[src/rtl/core/dhfk_pkg.sv]
// Shared types, constants and tables for the DH chain forward kinematics block.
// No dependencies; every other file in rtl/core imports this package.
package dhfk_pkg;

   // chain geometry
   localparam int MAX_CHAIN_ATOMS = 1024;
   localparam int CNT_W           = $clog2(MAX_CHAIN_ATOMS);
   localparam int LEN_W           = 11;

   // stream payloads
   localparam int FLD_W  = 32;
   localparam int REQ_W  = 11 * FLD_W;
   localparam int RSP_W  = 3 * FLD_W;

   // datapath widths
   localparam int MUL_W  = 33;             // multiplier operand
   localparam int PROD_W = 2 * MUL_W;      // product register
   localparam int ACC_W  = PROD_W + 2;     // three-term accumulator
   localparam int DEL_W  = 42;             // dihedral change, rad Q14.28
   localparam int ANG_W  = DEL_W + 1;      // angle into the CORDIC
   localparam int CRD_W  = 34;             // CORDIC x/y/z

   // fixed-point constants
   localparam int DEG2RAD_K       = 18740330;
   localparam int TWO_PI_Q28      = 1686629713;
   localparam int PI_Q28          = 843314857;
   localparam int HALF_PI_Q28     = 421657428;
   localparam int CORDIC_GAIN_Q30 = 652032874;
   localparam int CORDIC_STEPS    = 30;
   localparam int RED_STEPS       = 12;    // range reduction compare-subtract steps
   localparam logic signed [FLD_W-1:0] ONE_Q30 = 32'sh4000_0000;

   // multiply groups
   localparam logic [2:0] OP_DELTA  = 3'd0;
   localparam logic [2:0] OP_BUILD  = 3'd1;
   localparam logic [2:0] OP_LINK   = 3'd2;
   localparam logic [2:0] OP_BRANCH = 3'd3;
   localparam logic [2:0] OP_OXY    = 3'd4;

   // CORDIC angle sources
   localparam logic [1:0] ANG_LINK_THETA = 2'd0;
   localparam logic [1:0] ANG_LINK_ALPHA = 2'd1;
   localparam logic [1:0] ANG_BR_THETA   = 2'd2;
   localparam logic [1:0] ANG_BR_ALPHA   = 2'd3;

   // column code of the translation term
   localparam logic [1:0] COL_T = 2'd3;

   typedef struct packed {
      logic       valid;
      logic [2:0] op;
      logic [1:0] i;
      logic [1:0] j;
      logic [1:0] k;
   } dhfk_mul_type;

   typedef struct packed {
      logic         capture;
      dhfk_mul_type mul;
      logic         cordic_start;
      logic [1:0]   ang_sel;
      logic         load_out;
      logic         out_oxygen;
      logic         out_last;
      logic         commit;
      logic         commit_reset;
   } dhfk_cmd_type;

   typedef struct packed {
      logic pipe_busy;
      logic cordic_done;
      logic out_free;
   } dhfk_status_type;

   // CORDIC rotation angle per step, Q30
   function automatic logic [30:0] atan_step(input logic [4:0] idx);
      logic [30:0] r;
      unique case (idx)
         5'd0:    r = 31'd843314857;
         5'd1:    r = 31'd497837829;
         5'd2:    r = 31'd263043837;
         5'd3:    r = 31'd133525159;
         5'd4:    r = 31'd67021687;
         5'd5:    r = 31'd33543516;
         5'd6:    r = 31'd16775851;
         5'd7:    r = 31'd8388437;
         5'd8:    r = 31'd4194283;
         5'd9:    r = 31'd2097149;
         5'd10:   r = 31'd1048576;
         default: r = 31'd1 << (5'd30 - idx);
      endcase
      return r;
   endfunction

endpackage

[src/rtl/core/dhfk_ctrl.sv]
// Controller: sequences capture, CORDIC runs, multiply groups and output loads;
// holds the chain length register and link counter. Depends on dhfk_pkg.
module dhfk_ctrl (
   input  logic                               clock,
   input  logic                               reset,
   input  logic                               req_tvalid,
   output logic                               req_tready,
   input  logic                               csr_we,
   input  logic [dhfk_pkg::LEN_W-1:0]         csr_wdata,
   output dhfk_pkg::dhfk_cmd_type             cmd,
   input  dhfk_pkg::dhfk_status_type          status
);
   import dhfk_pkg::*;

   localparam logic [3:0] S_IDLE   = 4'd0;
   localparam logic [3:0] S_DELTA  = 4'd1;
   localparam logic [3:0] S_LTH    = 4'd2;
   localparam logic [3:0] S_LAL    = 4'd3;
   localparam logic [3:0] S_LBUILD = 4'd4;
   localparam logic [3:0] S_LMUL   = 4'd5;
   localparam logic [3:0] S_LOUT   = 4'd6;
   localparam logic [3:0] S_BTH    = 4'd7;
   localparam logic [3:0] S_BAL    = 4'd8;
   localparam logic [3:0] S_BBUILD = 4'd9;
   localparam logic [3:0] S_BMUL   = 4'd10;
   localparam logic [3:0] S_OXY    = 4'd11;
   localparam logic [3:0] S_OOUT   = 4'd12;

   logic [3:0]       state_ff, state_in;
   logic [LEN_W-1:0] len_ff, len_in;
   logic [CNT_W-1:0] cnt_ff, cnt_in;
   logic [1:0]       ph_ff, ph_in;
   logic             last_ff, last_in, isc_ff, isc_in;
   logic             go_ff, go_in;
   logic [1:0]       i_ff, i_in, j_ff, j_in, k_ff, k_in;

   logic [LEN_W-1:0] lenc;
   logic             lastc, isc, use_delta;
   logic [2:0]       gop;
   logic [1:0]       ilast;
   logic             term_last;

   function automatic logic [1:0] jstart(input logic [2:0] op);
      logic [1:0] r;
      unique case (op)
         OP_LINK:   r = 2'd0;
         OP_BRANCH: r = 2'd2;
         default:   r = COL_T;
      endcase
      return r;
   endfunction

   function automatic logic [2:0] group_of(input logic [3:0] st);
      logic [2:0] r;
      unique case (st)
         S_DELTA:            r = OP_DELTA;
         S_LBUILD, S_BBUILD: r = OP_BUILD;
         S_LMUL:             r = OP_LINK;
         S_BMUL:             r = OP_BRANCH;
         default:            r = OP_OXY;
      endcase
      return r;
   endfunction

   always_comb begin
      if (len_ff < LEN_W'(3)) begin
         lenc = LEN_W'(3);
      end else if (len_ff > LEN_W'(MAX_CHAIN_ATOMS)) begin
         lenc = LEN_W'(MAX_CHAIN_ATOMS);
      end else begin
         lenc = len_ff;
      end
      lastc     = (LEN_W'(cnt_ff) >= lenc - LEN_W'(1));
      isc       = (ph_ff == 2'd2);
      use_delta = (cnt_ff > CNT_W'(1)) && !lastc;

      gop       = group_of(state_ff);
      ilast     = (gop == OP_BUILD) ? 2'd3 : ((gop == OP_DELTA) ? 2'd0 : 2'd2);
      term_last = (k_ff == 2'd2) || (j_ff == COL_T);

      state_in = state_ff;
      len_in   = csr_we ? csr_wdata : len_ff;
      cnt_in   = cnt_ff;
      ph_in    = ph_ff;
      last_in  = last_ff;
      isc_in   = isc_ff;
      go_in    = go_ff;
      i_in     = i_ff;
      j_in     = j_ff;
      k_in     = k_ff;

      cmd           = '0;
      cmd.mul.op    = gop;
      cmd.mul.i     = i_ff;
      cmd.mul.j     = j_ff;
      cmd.mul.k     = k_ff;
      cmd.ang_sel   = ANG_LINK_THETA;
      req_tready    = (state_ff == S_IDLE);

      unique case (state_ff)
         S_IDLE: begin
            if (req_tvalid) begin
               cmd.capture = 1'b1;
               last_in     = lastc;
               isc_in      = isc;
               state_in    = use_delta ? S_DELTA : S_LTH;
            end
         end
         S_DELTA, S_LBUILD, S_LMUL, S_BBUILD, S_BMUL, S_OXY: begin
            if (go_ff) begin
               cmd.mul.valid = 1'b1;
               if (!term_last) begin
                  k_in = k_ff + 2'd1;
               end else begin
                  k_in = 2'd0;
                  if (j_ff != COL_T) begin
                     j_in = j_ff + 2'd1;
                  end else begin
                     j_in = jstart(gop);
                     i_in = i_ff + 2'd1;
                  end
               end
               if (term_last && j_ff == COL_T && i_ff == ilast) begin
                  go_in = 1'b0;
               end
            end else if (!status.pipe_busy) begin
               unique case (state_ff)
                  S_DELTA:  state_in = S_LTH;
                  S_LBUILD: state_in = S_LMUL;
                  S_LMUL:   state_in = S_LOUT;
                  S_BBUILD: state_in = S_BMUL;
                  S_BMUL:   state_in = S_OXY;
                  default:  state_in = S_OOUT;
               endcase
            end
         end
         S_LTH, S_LAL, S_BTH, S_BAL: begin
            unique case (state_ff)
               S_LTH:   cmd.ang_sel = ANG_LINK_THETA;
               S_LAL:   cmd.ang_sel = ANG_LINK_ALPHA;
               S_BTH:   cmd.ang_sel = ANG_BR_THETA;
               default: cmd.ang_sel = ANG_BR_ALPHA;
            endcase
            if (go_ff) begin
               cmd.cordic_start = 1'b1;
               go_in            = 1'b0;
            end else if (status.cordic_done) begin
               unique case (state_ff)
                  S_LTH:   state_in = S_LAL;
                  S_LAL:   state_in = S_LBUILD;
                  S_BTH:   state_in = S_BAL;
                  default: state_in = S_BBUILD;
               endcase
            end
         end
         S_LOUT, S_OOUT: begin
            if (status.out_free) begin
               cmd.load_out   = 1'b1;
               cmd.out_oxygen = (state_ff == S_OOUT);
               cmd.out_last   = (state_ff == S_OOUT) || !isc_ff;
               if (state_ff == S_LOUT && isc_ff) begin
                  state_in = S_BTH;
               end else begin
                  cmd.commit       = 1'b1;
                  cmd.commit_reset = last_ff;
                  cnt_in           = last_ff ? '0 : cnt_ff + CNT_W'(1);
                  ph_in            = (last_ff || ph_ff == 2'd2) ? 2'd0 : ph_ff + 2'd1;
                  state_in         = S_IDLE;
               end
            end
         end
         default: state_in = S_IDLE;
      endcase

      // fresh issue flag and indices on every state change
      if (state_in != state_ff) begin
         go_in = 1'b1;
         i_in  = 2'd0;
         k_in  = 2'd0;
         j_in  = jstart(group_of(state_in));
      end
   end

   always_ff @(posedge clock) begin
      if (reset) begin
         state_ff <= S_IDLE;
         len_ff   <= LEN_W'(3);
         cnt_ff   <= '0;
         ph_ff    <= 2'd0;
         go_ff    <= 1'b0;
      end else begin
         state_ff <= state_in;
         len_ff   <= len_in;
         cnt_ff   <= cnt_in;
         ph_ff    <= ph_in;
         go_ff    <= go_in;
      end
   end

   always_ff @(posedge clock) begin
      last_ff <= last_in;
      isc_ff  <= isc_in;
      i_ff    <= i_in;
      j_ff    <= j_in;
      k_ff    <= k_in;
   end

endmodule

[config.mk]
export PLATFORM = sky130hd
export DESIGN_NAME = dhfk_ctrl
export DESIGN_NICKNAME = d
export VERILOG_FILES = /design/src/rtl/core/dhfk_pkg.sv /design/src/rtl/core/dhfk_ctrl.sv
export SDC_FILE = /design/constraint.sdc
export NUM_CORES = 1
export LEC_CHECK = 0
export BUFFER_PORTS_ARGS = -buffer_cell sky130_fd_sc_hd__buf_2
export CORE_AREA = 2 2 94 69
export CTS_BUF_LIST = sky130_fd_sc_hd__clkbuf_16
export CTS_CLUSTER_SIZE = 40
export DETAILED_ROUTE_END_ITERATION = 16
export DIE_AREA = 0 0 96 71
export HOLD_SLACK_MARGIN = 0.12
export PLACE_DENSITY = 0.63
export SYNTH_ARGS = -nofsm -noshare
export SYNTH_HDL_FRONTEND = slang
export SYNTH_SLANG_ARGS = --single-unit
[constraint.sdc]
create_clock -name clock -period 5 [get_ports clock]
set_clock_uncertainty 0.1 [all_clocks]
set_input_delay 0.5 -clock clock [delete_from_list [all_inputs] [get_ports clock]]
set_output_delay 0.5 -clock clock [all_outputs]
set_load 0.01 [all_outputs]
==> reports/metrics.cfg <==
[drt]
drt-total-wl_um=5710
drt_first_pass_iters=4
vias=2295
vias_per_cell=5.36
wire_per_inst_um=13.3
initialDrtViolationCount=93
antenna_left=0
drc_errors=0

[sta]
rsz0062_at_grt=false
timing.hold.ws_ns=0.333
fin_crit_sh_pct=87.7
finalHoldViolCount=0
timing.final.ws_setup_ns=0.614
setup_viol=0
tightest_slew_ns=0.807
tns_ns=0
period_minus_slack_ns=4.39
fmax_mhz=228
slew_headroom_pct=46.1
slew_viol_final=0

[global_route]
grt_pass1_wl_um=9430
grt_pass1_vias=1981
antenna_found_initial=0
grt_max_degree=24
gr-usage-all-layers_pct=17.2
gr-total-overflow=0

[place]
io_buffers=37
post-place-ws_ns=0.638
place_area_um2=2750
place.gp.congestion=0.860
dpl.hpwl_um=4230

[clock_tree]
cts_tree=done
clock_path_buffers=2
ctsHoldBuffers=0
h-tree-depth=2
clk-insertion-delay-late_ns=0.28
cts_setup_buffers=0
clock-sinks=36
clk_pin_slew_worst_paths_ns=0.05
numCtsBuffers=5
root_buffer=clkbuf_16
cts_resized=0

[logic_synthesis]
synth_cell_type_count=57
synth-compound-area-share_pct=17.9
syn_area_per_cell_um2=7.91
synth_xor_area_share_pct=4.80
synth_edf_count=4
synth_area_leaders=dfxtp_1, ha_1, nor2_1
yosysTopAreaCellShare_pct=25.1
seq_area_frac_synth_pct=29.8
synthCells=323
syn-cell-area_um2=2560
async_reset_ff_share_pct=0
yosysTopAreaCell=dfxtp_1
synth_seq_cells=36
ys.flop_type=dfxtp_1
syn_nets=358
synthMuxAreaShare_pct=5.87
synth_top_family_by_area=simple AND/OR/NAND/NOR gates
synth-simple-area-share_pct=27.8
synthAdderAreaFrac_pct=8.32
ys.warnings.count=0

[finish]
drive_above_1_share_pct=15.1
layout.nets=384
syn_to_final_growth_pct=14.1
antenna_cells=0
regArea_um2=761
multi_input_area_um2=1650
fin_area_um2=2920
n_fill_cell=600

[power_and_ir_drop]
total_power_mw=1.12
leakagePower_nw=1.20
power_density_nw_per_um2=385
max-vdd-ir-drop_mv=0.191

[die]
core_um2=5980
die_w_um=96
rows=24
dieArea_um2=6820
io_pins=38
floorplan.initialDensity_pct=42.8
die_h_um=71

[run]
drv_cap=0

[critical_path]
arrival_ns=4.27
critical_path_class=flip-flop to flip-flop
crit_fanout=8
worst_setup_path_start_kind=flip-flop
end_kind=flip-flop
critPathRequiredTime_ns=4.88
ff2ff_path_depth=16

[worst_hold_path]
hold_class=input port to flip-flop
min_delay_path_depth=2

[outcome]
outcome=finished, final reports clean

## cell type report
type	instances	area share [%]
Timing Repair Buffer	38	6.61
Tap cell	78	3.35
Clock buffer	5	4.29
Inverter	12	1.54
Clock inverter	3	1.46
Multi-Input combinational cell	256	56.7
Sequential cell	36	26.1
## layer usage
layer / global-route usage (%) / part of all wire, % / vias to the layer above
met5: 0 / 0 / -
met4: 3.33 / 0.60 / 0
met3: 3.83 / 5.0 / 4
met2: 23.0 / 39 / 46
met1: 27.9 / 55 / 1036
li1: - / - / 1209
## kinds of logic after synthesis
group | count (synthesis)
adders and majority gates | 17
xor gates and xnor gates | 14
and+or+nand+nor | 140
buffers and inverters | 31
AOI/OAI and AO/OA | 70
muxes | 15
DFF | 36
## through the flow
| stage | instances | utilization [%] |
|---|---|---|
| floorplan | 323 | - |
| global placement | 420 | 46.0 |
| detailed placement | 420 | 46.0 |
| CTS | 428 | 48.8 |
| global route | 428 | 48.8 |
| finish | 428 | 48.8 |
## report_power, final
group / total, mW / internal, mW / switching, mW
clock: 0.350 / 0.234 / 0.116
combinational: 0.375 / 0.154 / 0.222
sequential: 0.398 / 0.331 / 0.0665
## registers in the layout, summed over array words and instances (netlist names)
register	cells
len_ff	11
cnt_ff	10
state_ff	4
i_ff	2
j_ff	2
k_ff	2
ph_ff	2
go_ff	1
isc_ff	1
last_ff	1
## worst paths after layout
kind | start | to | slack [ns]
max | len_ff[5] | j_ff[0] | 0.61
min | csr_wdata[1] | len_ff[1] | 0.33
max reg2reg | len_ff[5] | j_ff[0] | 0.61
min reg2reg | ph_ff[1] | ph_ff[1] | 0.41
## worst max-delay path, cell delays in order, from the launching register on
cell and delay (ns):
dfxtp_1 0.45, nor4_2 0.09, nand2b_1 0.21, nor4_4 0.07, o21ai_0 0.24, ha_1 0.37, o21ai_0 0.21, o211a_1 0.25
nor3_1 0.24, ha_1 0.29, a21oi_1 0.14, o21ai_0 0.08, o32a_1 0.37, a211oi_1 0.28, or3_1 0.27, nor4b_2 0.34
a2111oi_2 0.08
## synth_stat cells (2+ instances only)
cell type	instances
inv_1	12
or3_1	5
buf_4	2
a32oi_1	2
a31oi_1	3
clkbuf_1	11
dfxtp_1	32
and3_1	3
o21a_1	3
a21oi_1	20
nand2b_1	4
nor2_1	51
nand4_1	4
edfxtp_1	4
nand3_1	6
or4_1	3
o32a_1	2
ha_1	17
buf_6	2
mux2i_1	15
nor4_1	5
nand2_1	24
a211o_1	2
nor3_1	16
xor2_1	9
o21ai_0	18
xnor2_1	5
buf_2	3
nor2b_1	7
a211oi_1	4
and2_1	3
## layout by cell type, fill, tap and decap left out, types with 4 or more instances in the layout
cell type / count
nor2_1: 51
buf_2: 37
dfxtp_1: 32
nand2_1: 24
a21oi_1: 20
o21ai_0: 18
ha_1: 17
nor3_1: 16
mux2i_1: 15
inv_1: 12
xor2_1: 9
nor2b_1: 7
nand3_1: 6
or3_1: 5
nor4_1: 5
xnor2_1: 5
clkbuf_16: 5
nand4_1: 4
nand2b_1: 4
a211oi_1: 4
edfxtp_1: 4
Note: power is estimated with default switching activity, not from simulation.
